--- config.mk ---
export PLATFORM = sky130hd
export DESIGN_NAME = running_variance_stddev_unit_flat
export DESIGN_NICKNAME = d
export VERILOG_FILES = /design/src/hdl/rvsd_pkg.sv /design/src/hdl/rvsd_in_if.sv /design/src/hdl/rvsd_out_if.sv /design/src/hdl/running_variance_stddev_unit.sv /design/src/flat_wrapper.sv
export SDC_FILE = /design/constraint.sdc
export NUM_CORES = 2
export LEC_CHECK = 0
export ABC_AREA = 1
export BUFFER_PORTS_ARGS = -buffer_cell sky130_fd_sc_hd__buf_2
export CORE_UTILIZATION = 30
export DETAILED_ROUTE_END_ITERATION = 6
export GPL_ROUTABILITY_DRIVEN = 0
export SLEW_MARGIN = 20
export SYNTH_ARGS = -nofsm -noshare
export SYNTH_HDL_FRONTEND = slang
export SYNTH_SLANG_ARGS = --single-unit
--- constraint.sdc ---
create_clock -name clk -period 14.31 [get_ports clk]
set_input_delay 0.7155 -clock clk [delete_from_list [all_inputs] [get_ports clk]]
set_output_delay 0.7155 -clock clk [all_outputs]
set_load 0.005 [all_outputs]
--- src/hdl/rvsd_pkg.sv ---
// Shared widths, state codes and limits for the running variance unit.
`default_nettype none

package rvsd_pkg;

  localparam int SAMPLE_BITS = 16;
  localparam int COUNT_BITS  = 16;

  localparam int MEAN_W = 32;
  localparam int SUM_W  = 64;
  localparam int VAR_W  = 48;
  localparam int ROOT_W = VAR_W / 2;
  localparam int OUT_COUNT_W = 16;
  localparam int FRAC_W = 16;

  // sample in Q.16, and the difference against the mean with one guard bit
  localparam int X_W = SAMPLE_BITS + FRAC_W;
  localparam int D_W = ((X_W > MEAN_W) ? X_W : MEAN_W) + 1;

  // shared compare/subtract width: divider remainder or root remainder
  localparam int SUB_W = ((COUNT_BITS + 1) > (ROOT_W + 2)) ? (COUNT_BITS + 1) : (ROOT_W + 2);
  localparam int ITER_W = $clog2(SUM_W + 1);

  localparam logic [COUNT_BITS-1:0] COUNT_MAX = {COUNT_BITS{1'b1}};

  localparam logic OP_PUSH  = 1'b0;
  localparam logic OP_CLEAR = 1'b1;

  typedef enum logic [10:0] {
    S_IDLE = 11'b00000000001,
    S_DIFF = 11'b00000000010,
    S_MDIV = 11'b00000000100,
    S_MEAN = 11'b00000001000,
    S_ERR  = 11'b00000010000,
    S_MUL  = 11'b00000100000,
    S_ACC  = 11'b00001000000,
    S_VINIT = 11'b00010000000,
    S_VDIV = 11'b00100000000,
    S_ROOT = 11'b01000000000,
    S_OUT  = 11'b10000000000
  } state_t;

endpackage

`default_nettype wire

--- src/hdl/rvsd_in_if.sv ---
// Request channel: operation and sample with a valid/ready handshake.
`default_nettype none

interface rvsd_in_if;
  logic                                  valid;
  logic                                  ready;
  logic                                  operation;
  logic signed [rvsd_pkg::SAMPLE_BITS-1:0] sample;

  modport source (output valid, output operation, output sample, input ready);
  modport sink   (input valid, input operation, input sample, output ready);
endinterface

`default_nettype wire

--- src/hdl/rvsd_out_if.sv ---
// Result channel: count, mean, variance and standard deviation.
`default_nettype none

interface rvsd_out_if;
  logic                                   valid;
  logic                                   ready;
  logic [rvsd_pkg::OUT_COUNT_W-1:0]       count;
  logic signed [rvsd_pkg::MEAN_W-1:0]     mean;
  logic [rvsd_pkg::VAR_W-1:0]             variance;
  logic [rvsd_pkg::ROOT_W-1:0]            std_dev;

  modport source (output valid, output count, output mean, output variance, output std_dev,
                  input ready);
  modport sink   (input valid, input count, input mean, input variance, input std_dev,
                  output ready);
endinterface

`default_nettype wire

--- src/hdl/running_variance_stddev_unit.sv ---
// A push after the first goes from acceptance through S_DIFF, 33 mean-divide steps,
// S_MEAN, S_ERR, S_MUL, S_ACC, S_VINIT, 64 variance-divide steps and 24 root steps,
// with all divide and root steps on one shared compare/subtract unit. A clear, or a push
// that leaves the count at one, goes from acceptance through S_VINIT to S_OUT.
// Throughput: one request at a time; the next is taken the cycle after the result leaves.
// Reset (synchronous, rst high) zeroes count, mean and sum and returns to idle.
`default_nettype none

module running_variance_stddev_unit (
  input  wire logic   clk,
  input  wire logic   rst,
  rvsd_in_if.sink     req,
  rvsd_out_if.source  rsp
);

  localparam int D_W   = rvsd_pkg::D_W;
  localparam int X_W   = rvsd_pkg::X_W;
  localparam int SUB_W = rvsd_pkg::SUB_W;
  localparam int SUM_W = rvsd_pkg::SUM_W;
  localparam int VAR_W = rvsd_pkg::VAR_W;
  localparam int ROOT_W = rvsd_pkg::ROOT_W;
  localparam int CB    = rvsd_pkg::COUNT_BITS;

  rvsd_pkg::state_t state;

  logic [CB-1:0]                  count;
  logic signed [rvsd_pkg::MEAN_W-1:0] mean;
  logic [SUM_W-1:0]               sum;

  logic signed [X_W-1:0]          x;
  logic                           dneg, dzero, eneg, ezero;
  logic [31:0]                    dmag, emag;
  logic [VAR_W-1:0]               prod;
  logic [SUM_W-1:0]               dvd;
  logic [SUB_W-1:0]               rem;
  logic [CB-1:0]                  divisor;
  logic [rvsd_pkg::ITER_W-1:0]    iter;
  logic [VAR_W-1:0]               var_q;
  logic [ROOT_W-1:0]              root;

  // shared compare/subtract unit
  logic [SUB_W-1:0] opa, opb;
  logic [SUB_W:0]   diff;
  logic             ge;

  always_comb begin
    case (state)
      rvsd_pkg::S_MDIV, rvsd_pkg::S_VDIV: begin
        opa = {rem[SUB_W-2:0], dvd[SUM_W-1]};
        opb = SUB_W'(divisor);
      end
      rvsd_pkg::S_ROOT: begin
        opa = {rem[SUB_W-3:0], dvd[SUM_W-1 -: 2]};
        opb = SUB_W'({root, 2'b01});
      end
      default: begin
        opa = '0;
        opb = '0;
      end
    endcase
    diff = {1'b0, opa} - {1'b0, opb};
    ge   = !diff[SUB_W];
  end

  function automatic logic [31:0] sat_mean(input logic [D_W:0] v);
    logic hi_ones, hi_zeros;
    hi_ones  = &v[D_W:31];
    hi_zeros = ~|v[D_W:31];
    if (hi_ones || hi_zeros) return v[31:0];
    return v[D_W] ? 32'h8000_0000 : 32'h7FFF_FFFF;
  endfunction

  function automatic logic [31:0] clamp_mag(input logic [D_W-1:0] m);
    return (|m[D_W-1:32]) ? 32'hFFFF_FFFF : m[31:0];
  endfunction

  // sign-extended operands for the wide adds
  logic signed [D_W:0] x_ext, mean_ext, in_x_ext;
  logic [D_W:0]        pos_diff, neg_diff;
  logic [D_W:0]        q_ext, mean_plus, mean_minus;
  logic [CB-1:0]       count_inc;
  logic [SUM_W:0]      sum_add;
  logic [31:0]         count_wide;

  always_comb begin
    x_ext     = {{(D_W + 1 - X_W){x[X_W-1]}}, x};
    mean_ext  = {{(D_W + 1 - 32){mean[31]}}, mean};
    in_x_ext  = {{(D_W + 1 - X_W){req.sample[rvsd_pkg::SAMPLE_BITS-1]}}, req.sample,
                 {rvsd_pkg::FRAC_W{1'b0}}};
    pos_diff  = x_ext - mean_ext;
    neg_diff  = mean_ext - x_ext;
    q_ext     = {1'b0, dvd[D_W-1:0]};
    mean_plus  = mean_ext + q_ext;
    mean_minus = mean_ext - q_ext;
    count_inc = (count != rvsd_pkg::COUNT_MAX) ? count + 1'b1 : count;
    sum_add   = {1'b0, sum} + {{(SUM_W + 1 - VAR_W){1'b0}}, prod};
    count_wide = 32'(count);
  end

  assign req.ready = (state == rvsd_pkg::S_IDLE);
  assign rsp.valid = (state == rvsd_pkg::S_OUT);
  assign rsp.count = (count_wide > 32'h0000_FFFF) ? 16'hFFFF : count_wide[15:0];
  assign rsp.mean  = mean;
  assign rsp.variance = var_q;
  assign rsp.std_dev  = root;

  always_ff @(posedge clk) begin
    if (rst) begin
      state <= rvsd_pkg::S_IDLE;
      count <= '0;
      mean  <= '0;
      sum   <= '0;
    end else begin
      case (state)
        rvsd_pkg::S_IDLE: begin
          if (req.valid) begin
            if (req.operation == rvsd_pkg::OP_CLEAR) begin
              count <= '0;
              state <= rvsd_pkg::S_VINIT;
            end else begin
              count <= count_inc;
              x     <= X_W'(req.sample) <<< rvsd_pkg::FRAC_W;
              if (count == '0) begin
                mean  <= sat_mean(in_x_ext);
                sum   <= '0;
                state <= rvsd_pkg::S_VINIT;
              end else begin
                divisor <= count_inc;
                state   <= rvsd_pkg::S_DIFF;
              end
            end
          end
        end
        rvsd_pkg::S_DIFF: begin
          // magnitude of sample minus mean, left-aligned for the divider
          dneg  <= (x_ext < mean_ext);
          dzero <= (x_ext == mean_ext);
          dmag  <= clamp_mag((x_ext < mean_ext) ? neg_diff[D_W-1:0] : pos_diff[D_W-1:0]);
          dvd   <= {((x_ext < mean_ext) ? neg_diff[D_W-1:0] : pos_diff[D_W-1:0]),
                    {(SUM_W - D_W){1'b0}}};
          rem   <= '0;
          iter  <= rvsd_pkg::ITER_W'(D_W);
          state <= rvsd_pkg::S_MDIV;
        end
        rvsd_pkg::S_MDIV, rvsd_pkg::S_VDIV: begin
          if (iter == rvsd_pkg::ITER_W'(1) && state == rvsd_pkg::S_VDIV) begin
            // saturate the quotient, then load it for the root pass
            if (|dvd[SUM_W-2:VAR_W-1]) begin
              var_q <= {VAR_W{1'b1}};
              dvd   <= {{VAR_W{1'b1}}, {(SUM_W - VAR_W){1'b0}}};
            end else begin
              var_q <= {dvd[VAR_W-2:0], ge};
              dvd   <= {dvd[VAR_W-2:0], ge, {(SUM_W - VAR_W){1'b0}}};
            end
            rem   <= '0;
            root  <= '0;
            iter  <= rvsd_pkg::ITER_W'(ROOT_W);
            state <= rvsd_pkg::S_ROOT;
          end else begin
            rem  <= ge ? diff[SUB_W-1:0] : opa;
            dvd  <= {dvd[SUM_W-2:0], ge};
            iter <= iter - 1'b1;
            if (iter == rvsd_pkg::ITER_W'(1)) state <= rvsd_pkg::S_MEAN;
          end
        end
        rvsd_pkg::S_MEAN: begin
          mean  <= sat_mean(dneg ? mean_minus : mean_plus);
          state <= rvsd_pkg::S_ERR;
        end
        rvsd_pkg::S_ERR: begin
          eneg  <= (x_ext < mean_ext);
          ezero <= (x_ext == mean_ext);
          emag  <= clamp_mag((x_ext < mean_ext) ? neg_diff[D_W-1:0] : pos_diff[D_W-1:0]);
          state <= rvsd_pkg::S_MUL;
        end
        rvsd_pkg::S_MUL: begin
          prod  <= VAR_W'((64'(dmag) * 64'(emag)) >> rvsd_pkg::FRAC_W);
          state <= rvsd_pkg::S_ACC;
        end
        rvsd_pkg::S_ACC: begin
          if ((dneg != eneg) && !dzero && !ezero) begin
            sum <= (sum < SUM_W'(prod)) ? '0 : sum - SUM_W'(prod);
          end else begin
            sum <= sum_add[SUM_W] ? {SUM_W{1'b1}} : sum_add[SUM_W-1:0];
          end
          state <= rvsd_pkg::S_VINIT;
        end
        rvsd_pkg::S_VINIT: begin
          if (count > CB'(1)) begin
            dvd     <= sum;
            rem     <= '0;
            divisor <= count - 1'b1;
            iter    <= rvsd_pkg::ITER_W'(SUM_W);
            state   <= rvsd_pkg::S_VDIV;
          end else begin
            var_q <= '0;
            root  <= '0;
            state <= rvsd_pkg::S_OUT;
          end
        end
        rvsd_pkg::S_ROOT: begin
          // one result bit per step: trial is root with 01 appended
          rem  <= ge ? diff[SUB_W-1:0] : opa;
          root <= {root[ROOT_W-2:0], ge};
          dvd  <= {dvd[SUM_W-3:0], 2'b00};
          iter <= iter - 1'b1;
          if (iter == rvsd_pkg::ITER_W'(1)) state <= rvsd_pkg::S_OUT;
        end
        rvsd_pkg::S_OUT: begin
          if (rsp.ready) state <= rvsd_pkg::S_IDLE;
        end
        default: state <= rvsd_pkg::S_IDLE;
      endcase
    end
  end

  a_no_overlap: assert property (@(posedge clk) disable iff (rst)
    rsp.valid |-> !req.ready)
    else $error("result shown while a new request can be taken");

  a_low_count_zero_var: assert property (@(posedge clk) disable iff (rst)
    (rsp.valid && rsp.count <= 16'd1) |-> (rsp.variance == '0 && rsp.std_dev == '0))
    else $error("nonzero variance with count at most one");

  a_root_bound: assert property (@(posedge clk) disable iff (rst)
    rsp.valid |-> ((VAR_W'(rsp.std_dev) * VAR_W'(rsp.std_dev)) <= rsp.variance))
    else $error("root squared exceeds variance");

  a_iter_live: assert property (@(posedge clk) disable iff (rst)
    (state == rvsd_pkg::S_MDIV || state == rvsd_pkg::S_VDIV || state == rvsd_pkg::S_ROOT)
      |-> iter != '0)
    else $error("iteration counter ran out inside a step loop");

  a_divisor_nonzero: assert property (@(posedge clk) disable iff (rst)
    (state == rvsd_pkg::S_MDIV || state == rvsd_pkg::S_VDIV) |-> divisor != '0)
    else $error("divide by zero in shared unit");

endmodule

`default_nettype wire
--- src/flat_wrapper.sv ---
// flat-port wrapper written by rule: the top's interface ports become plain ports
module running_variance_stddev_unit_flat 
  (clk, rst, req_valid, req_operation, req_sample, req_ready, rsp_valid, rsp_count, rsp_mean, rsp_variance, rsp_std_dev, rsp_ready);
  rvsd_in_if req_i ();
  rvsd_out_if rsp_i ();
  input  wire logic clk;
  input  wire logic rst;
  input wire logic [$bits(req_i.valid)-1:0] req_valid;
  input wire logic [$bits(req_i.operation)-1:0] req_operation;
  input wire logic [$bits(req_i.sample)-1:0] req_sample;
  output wire logic [$bits(req_i.ready)-1:0] req_ready;
  output wire logic [$bits(rsp_i.valid)-1:0] rsp_valid;
  output wire logic [$bits(rsp_i.count)-1:0] rsp_count;
  output wire logic [$bits(rsp_i.mean)-1:0] rsp_mean;
  output wire logic [$bits(rsp_i.variance)-1:0] rsp_variance;
  output wire logic [$bits(rsp_i.std_dev)-1:0] rsp_std_dev;
  input wire logic [$bits(rsp_i.ready)-1:0] rsp_ready;
  assign req_i.valid = req_valid;
  assign req_i.operation = req_operation;
  assign req_i.sample = req_sample;
  assign req_ready = req_i.ready;
  assign rsp_valid = rsp_i.valid;
  assign rsp_count = rsp_i.count;
  assign rsp_mean = rsp_i.mean;
  assign rsp_variance = rsp_i.variance;
  assign rsp_std_dev = rsp_i.std_dev;
  assign rsp_i.ready = rsp_ready;
  running_variance_stddev_unit u_core (.clk(clk), .rst(rst), .req(req_i), .rsp(rsp_i));
endmodule
# Yosys cells after proc, flatten, opt, wreduce, memory -nomap -nowiden
# Index checks and enable logic that the tools add are counted.
# word_totals
register_bits,439
wordCells,155
# classes
n_addsub,10
mul,1
n_lt_le_gt_ge,4
eq_ne,25
n_mux,64
bitwise_logic,2
reduce_logical,31
# op_table
operator,count
64-bit two-way mux,9
32-bit two-way mux,9
64-bit case mux with 4 select lines,1
48-bit two-way mux,3
64-bit case mux with 2 select lines,1
16-bit two-way mux,7
11-bit case mux with 10 select lines,1
26-bit case mux with 2 select lines,2
25-bit case mux with 4 select lines,1
48-bit case mux with 2 select lines,1
11-bit two-way mux,7
25-bit two-way mux,3
24-bit case mux with 3 select lines,1
32-bit by 32-bit subtractor with 33-bit output,2
64-bit by 48-bit adder with 65-bit output,1
64-bit by 48-bit less-than comparator with 1-bit output,1
32-bit by 32-bit multiplier with 64-bit output,1
32-bit case mux with 2 select lines,1
64-bit by 48-bit subtractor with 64-bit output,1
24-bit two-way mux,2
34-bit by 33-bit adder with 34-bit output,1
34-bit two-way mux,1
34-bit by 33-bit subtractor with 34-bit output,1
33-bit two-way mux,1
other kinds (45),78

# Longest topological paths before layout
# logic_depth
ltp_word,11
depth_mapped,31
mapped_depth_nobuf,30

# Worst setup path before layout
# Ideal clock, no wire load.
# synth_timing
path_kind,register to register
from,register u_core.state[4]
to,register u_core.dvd[0] (enable)
setup_ns,0.669
arrival_ns,7.906
required_time_ns,13.641
slack_ns,5.736
path_stages_with_launch,11
n_path_buf,1
period_less_slack_ns,8.574
path_cell_list,dfxtp_1 nor2_1 nand2_1 nor2_2 nand4_1 nand2_1 buf_2 nor3_2 inv_1 nor2_1 nor3_1
# synth_via
elab_chain_len,4
# synth_rtl
item,line,rtl
from (decl),running_variance_stddev_unit.sv:24,rvsd_pkg::state_t state;
from (signal assigned),running_variance_stddev_unit.sv:109,state <= rvsd_pkg::S_IDLE;
from (signal assigned),running_variance_stddev_unit.sv:119,state <= rvsd_pkg::S_VINIT;
from (signal assigned),running_variance_stddev_unit.sv:126,state <= rvsd_pkg::S_VINIT;
11-bit by 3-bit equality test with 1-bit output or 11-bit by 9-bit equality test with 1-bit output (tied branches),running_variance_stddev_unit.sv:114,case (state)
2-bit OR reduction,running_variance_stddev_unit.sv:114,
4-bit nonzero test (no line),--,
3-bit AND reduction (no line) *,--,
to (signal assigned),running_variance_stddev_unit.sv:139,"dvd <= {((x_ext < mean_ext) ? neg_diff[D_W-1:0] : pos_diff[D_W-1:0]),"
to (signal assigned),running_variance_stddev_unit.sv:150,"dvd <= {{VAR_W{1'b1}}, {(SUM_W - VAR_W){1'b0}}};"
to (signal assigned),running_variance_stddev_unit.sv:153,"dvd <= {dvd[VAR_W-2:0], ge, {(SUM_W - VAR_W){1'b0}}};"
to (decl),running_variance_stddev_unit.sv:34,logic [SUM_W-1:0] dvd;
# Every way passes the cells marked *; elsewhere a longest branch is shown, timed or not.
# A chain may end at the register's enable or synchronous reset.

# Worst setup path after layout
# layout_timing
from,register u_core.dmag[3]
to,"register u_core.prod[40], data pin"
# layout_via
elab_chain_len,1
# layout_rtl
item,line,rtl
from (decl),running_variance_stddev_unit.sv:32,"logic [31:0] dmag, emag;"
from (signal assigned),running_variance_stddev_unit.sv:138,dmag <= clamp_mag((x_ext < mean_ext) ? neg_diff[D_W-1:0] : pos_diff[D_W-1:0]);
32-bit by 32-bit multiplier with 64-bit output,running_variance_stddev_unit.sv:177,prod <= VAR_W'((64'(dmag) * 64'(emag)) >> rvsd_pkg::FRAC_W);
to (signal assigned),running_variance_stddev_unit.sv:177,
to (decl),running_variance_stddev_unit.sv:33,logic [VAR_W-1:0] prod;
# Every way passes these cells.

==> flow_summary.toml <==
[finish]
post-route-util_pct = 32.6
nFillCells = 25600
finalNetCount = 11200
regArea_mm2 = 0.0120
drive_above_1_share_pct = 5.42
multiInputGateArea_mm2 = 0.0484
area_delta_synth_final_pct = 7.85
design_area_mm2 = 0.0768

[routing]
drt_first_pass_iters = 7
drt-initial-drc-count = 6648
totalWireLength_mm = 248
ant_nets = 0
via_per_inst = 4.89
drc = 1
vias = 63500
routedWlPerCell_um = 19.1

[grt]
antenna_found_initial = 7
grt_max_degree = 68
grt_usage_pct = 20.7
grt_pass1_vias = 62700
grt_overflow = 0
grt_pass1_wl_mm = 380

[synth]
synth_common_cells = "nand2_1 (2,610), inv_1 (2,375), fa_1 (900)"
ys_seq_area_share_pct = 16.8
syn_area_mm2 = 0.0712
synth_most_common_cell = "nand2_1"
ys_warn_count = 0
synth_top_area_share_pct = 25.3
synth_area_leaders = "fa_1 (25%), nand2_1 (14%), edfxtp_1 (13%)"
syn_inst = 9879
synth.distinct_cells = 71
synth-edff-count = 316
synth_area_per_cell_um2 = 7.21
syn-num-nets = 11300
synthFlopType = "edfxtp_1"
ys_seq_elements = 439
synth_top_cell_by_area = "fa_1"
async_flop_share_pct = 0

[pwr]
swShare_pct = 47.9
p_per_area_mw_per_mm2 = 87.5
combPwrFrac_pct = 51.6
p_switching_mw = 3.22
leakage_nw = 40.7
vdd_ir_drop_max_mv = 0.166
p_clk_share_pct = 23.2
intPower_mw = 3.50
pwr-share-seq_pct = 25.2

[min_path]
hold_path_end = "u_core.x[31]$_DFFE_PP_"
min_from = "req_sample[15]"
hold_class = "in -> reg"
whs_path_depth = 1

[placement]
pre_cts_ws_ps = 6660
place_area_mm2 = 0.0748
dpl.hpwl_mm = 198
io_buffers = 142

[clock_network]
cts_root_buffer = "clkbuf_16"
cts_htree_levels = 2
postCtsSetupBuffers = 0
clk_pin_slew_ps = 60
cts_buffers = 54
cts_hold_buf = 0
cts_tree = "built"
clk_latency_ps = 700
cts.sinks = 439
clockBufferDepth = 3
postCtsResizedCells = 0

[die]
die_h_um = 489
coreArea_mm2 = 0.236
num_rows = 178
initial_core_util_pct = 30.2
die_width_um = 489
die-area_mm2 = 0.239
io_pins = 143

[timing]
setup_viol = 0
slew_headroom_pct = 17.5
skew_ps = 62.6
setup_ws_ps = 6490
hold_violations = 0
timing.fmax_mhz = 128
rsz0062_at_grt = "no"
fin_crit_ps = 7820
drv_slew = 0
tightestPinTransition_ps = 1240
fin_setup_tns_ps = 0
fin_crit_sh_pct = 54.7

[setup_path]
critical_path_arrival_ps = 8230
critPathMaxFanout = 18
cp-start-kind = "flip-flop"
rr_startpoint = "u_core.dmag[3]$_DFFE_PP_"
crit_type = "reg -> reg"
reg2reg_depth = 19
r2r_slack_ps = 6490
endpoint_kind = "flip-flop"
critPathRequiredTime_ps = 14710
r2r_end = "u_core.prod[40]$_DFFE_PP_"

[job]
maxCapViolCount = 0

[run_status]
violations = "DRC"
status = "finished with violations"
## metrics by stage
stage          power [mW]  hold WS [ps]  std cells
3_5_place_dp         5.10           483      12900
4_1_cts              6.66           214      13000
3_3_place_gp         5.11           476      12900
2_1_floorplan        3.98           457       9879
6_report             6.72           249      13000
5_1_grt              7.13           236      13000
## worst max-delay path, stage by stage (launching register included)
cell      delay [ps]
edfxtp_1        1060
buf_4            420
nand2_1          120
fa_1             410
inv_1             70
fa_1             440
fa_1             600
fa_1             460
fa_1             570
fa_1             460
fa_1             560
fa_1             440
ha_1             390
a21oi_1          360
o21ai_0          250
a21oi_1          280
o21ai_0          140
a211oi_1         240
nand2_1          120
xor2_1           160
## cells in the final DEF, fill, tap and decap left out, types with 29 or more instances in the layout
master,count
nand3_1,358
ha_1,453
buf_2,141
dfxtp_1,123
xor2_1,182
o211ai_1,52
nor4_1,30
nand2_2,36
inv_1,2374
buf_4,97
nor3_1,74
nor2_2,30
xnor2_1,53
edfxtp_1,316
o221ai_1,32
nor2_1,641
fa_1,900
o21ai_0,322
o21ai_1,29
nand4_1,59
nand2_1,2608
clkbuf_16,55
a21oi_1,488
## routing by layer
metal  global-route usage (%)  part of all wire, %  vias to the layer above
li1                         -                    -                    29700
met1                     27.6                   42                    30600
met2                     32.6                   44                     2735
met5                        0                0.011                        -
met4                     7.32                  4.1                        4
met3                     4.53                   10                      540
## layout make-up
cell class	count	area share (%)
antenna	3	0.00978
timing repair buffer	238	1.87
clock inverter	42	0.743
sequential	439	15.6
multi-input combinational	6642	63.1
tap	3150	5.13
inverter	2408	11.8
clock buffer	60	1.82
## worst max-delay path by stage
stage,depth (start not counted),end,start
after floorplan,10,u_core.dvd[0]$_DFFE_PP_,u_core.state[4]$_SDFFE_PP0P_
after global placement,18,u_core.prod[24]$_DFFE_PP_,u_core.dmag[3]$_DFFE_PP_
after detailed placement,27,u_core.prod[34]$_DFFE_PP_,u_core.dmag[9]$_DFFE_PP_
after CTS,18,u_core.prod[24]$_DFFE_PP_,u_core.dmag[3]$_DFFE_PP_
after global routing,27,u_core.prod[26]$_DFFE_PP_,u_core.dmag[9]$_DFFE_PP_
final,19,u_core.prod[40]$_DFFE_PP_,u_core.dmag[3]$_DFFE_PP_
## power by group through the flow
stage / logic (mW) / registers [mW] / clock network (mW)
after CTS: 3.41 / 1.69 / 1.57
final: 3.47 / 1.69 / 1.56
after global routing: 3.82 / 1.69 / 1.61
after detailed placement: 3.39 / 1.71 / 0
after global placement: 3.39 / 1.71 / 0
after floorplan: 2.31 / 1.66 / 0
## kinds of logic after synthesis
group / after synthesis / synth area share (%)
AO/OA/AOI/OAI: 1132 / 9.12
AND/OR/NAND/NOR: 3922 / 22.6
buffers and inverters: 2798 / 15.3
XOR/XNOR: 235 / 2.89
adder cells (fa/ha/maj): 1353 / 33.3
flip-flops: 439 / 16.8
## registers in the layout (all words and copies together), names as in the netlist, 7 cells and up
register,cells
u_core.divisor,16
u_core.dmag,32
u_core.prod,48
u_core.x,16
u_core.sum,64
u_core.rsp.variance,48
u_core.rsp.mean,32
u_core.iter,7
u_core.rsp.std_dev,24
u_core.state,11
u_core.count,16
u_core.dvd,64
u_core.emag,32
u_core.rem,25
No activity file was read; power rests on OpenSTA's default activity.
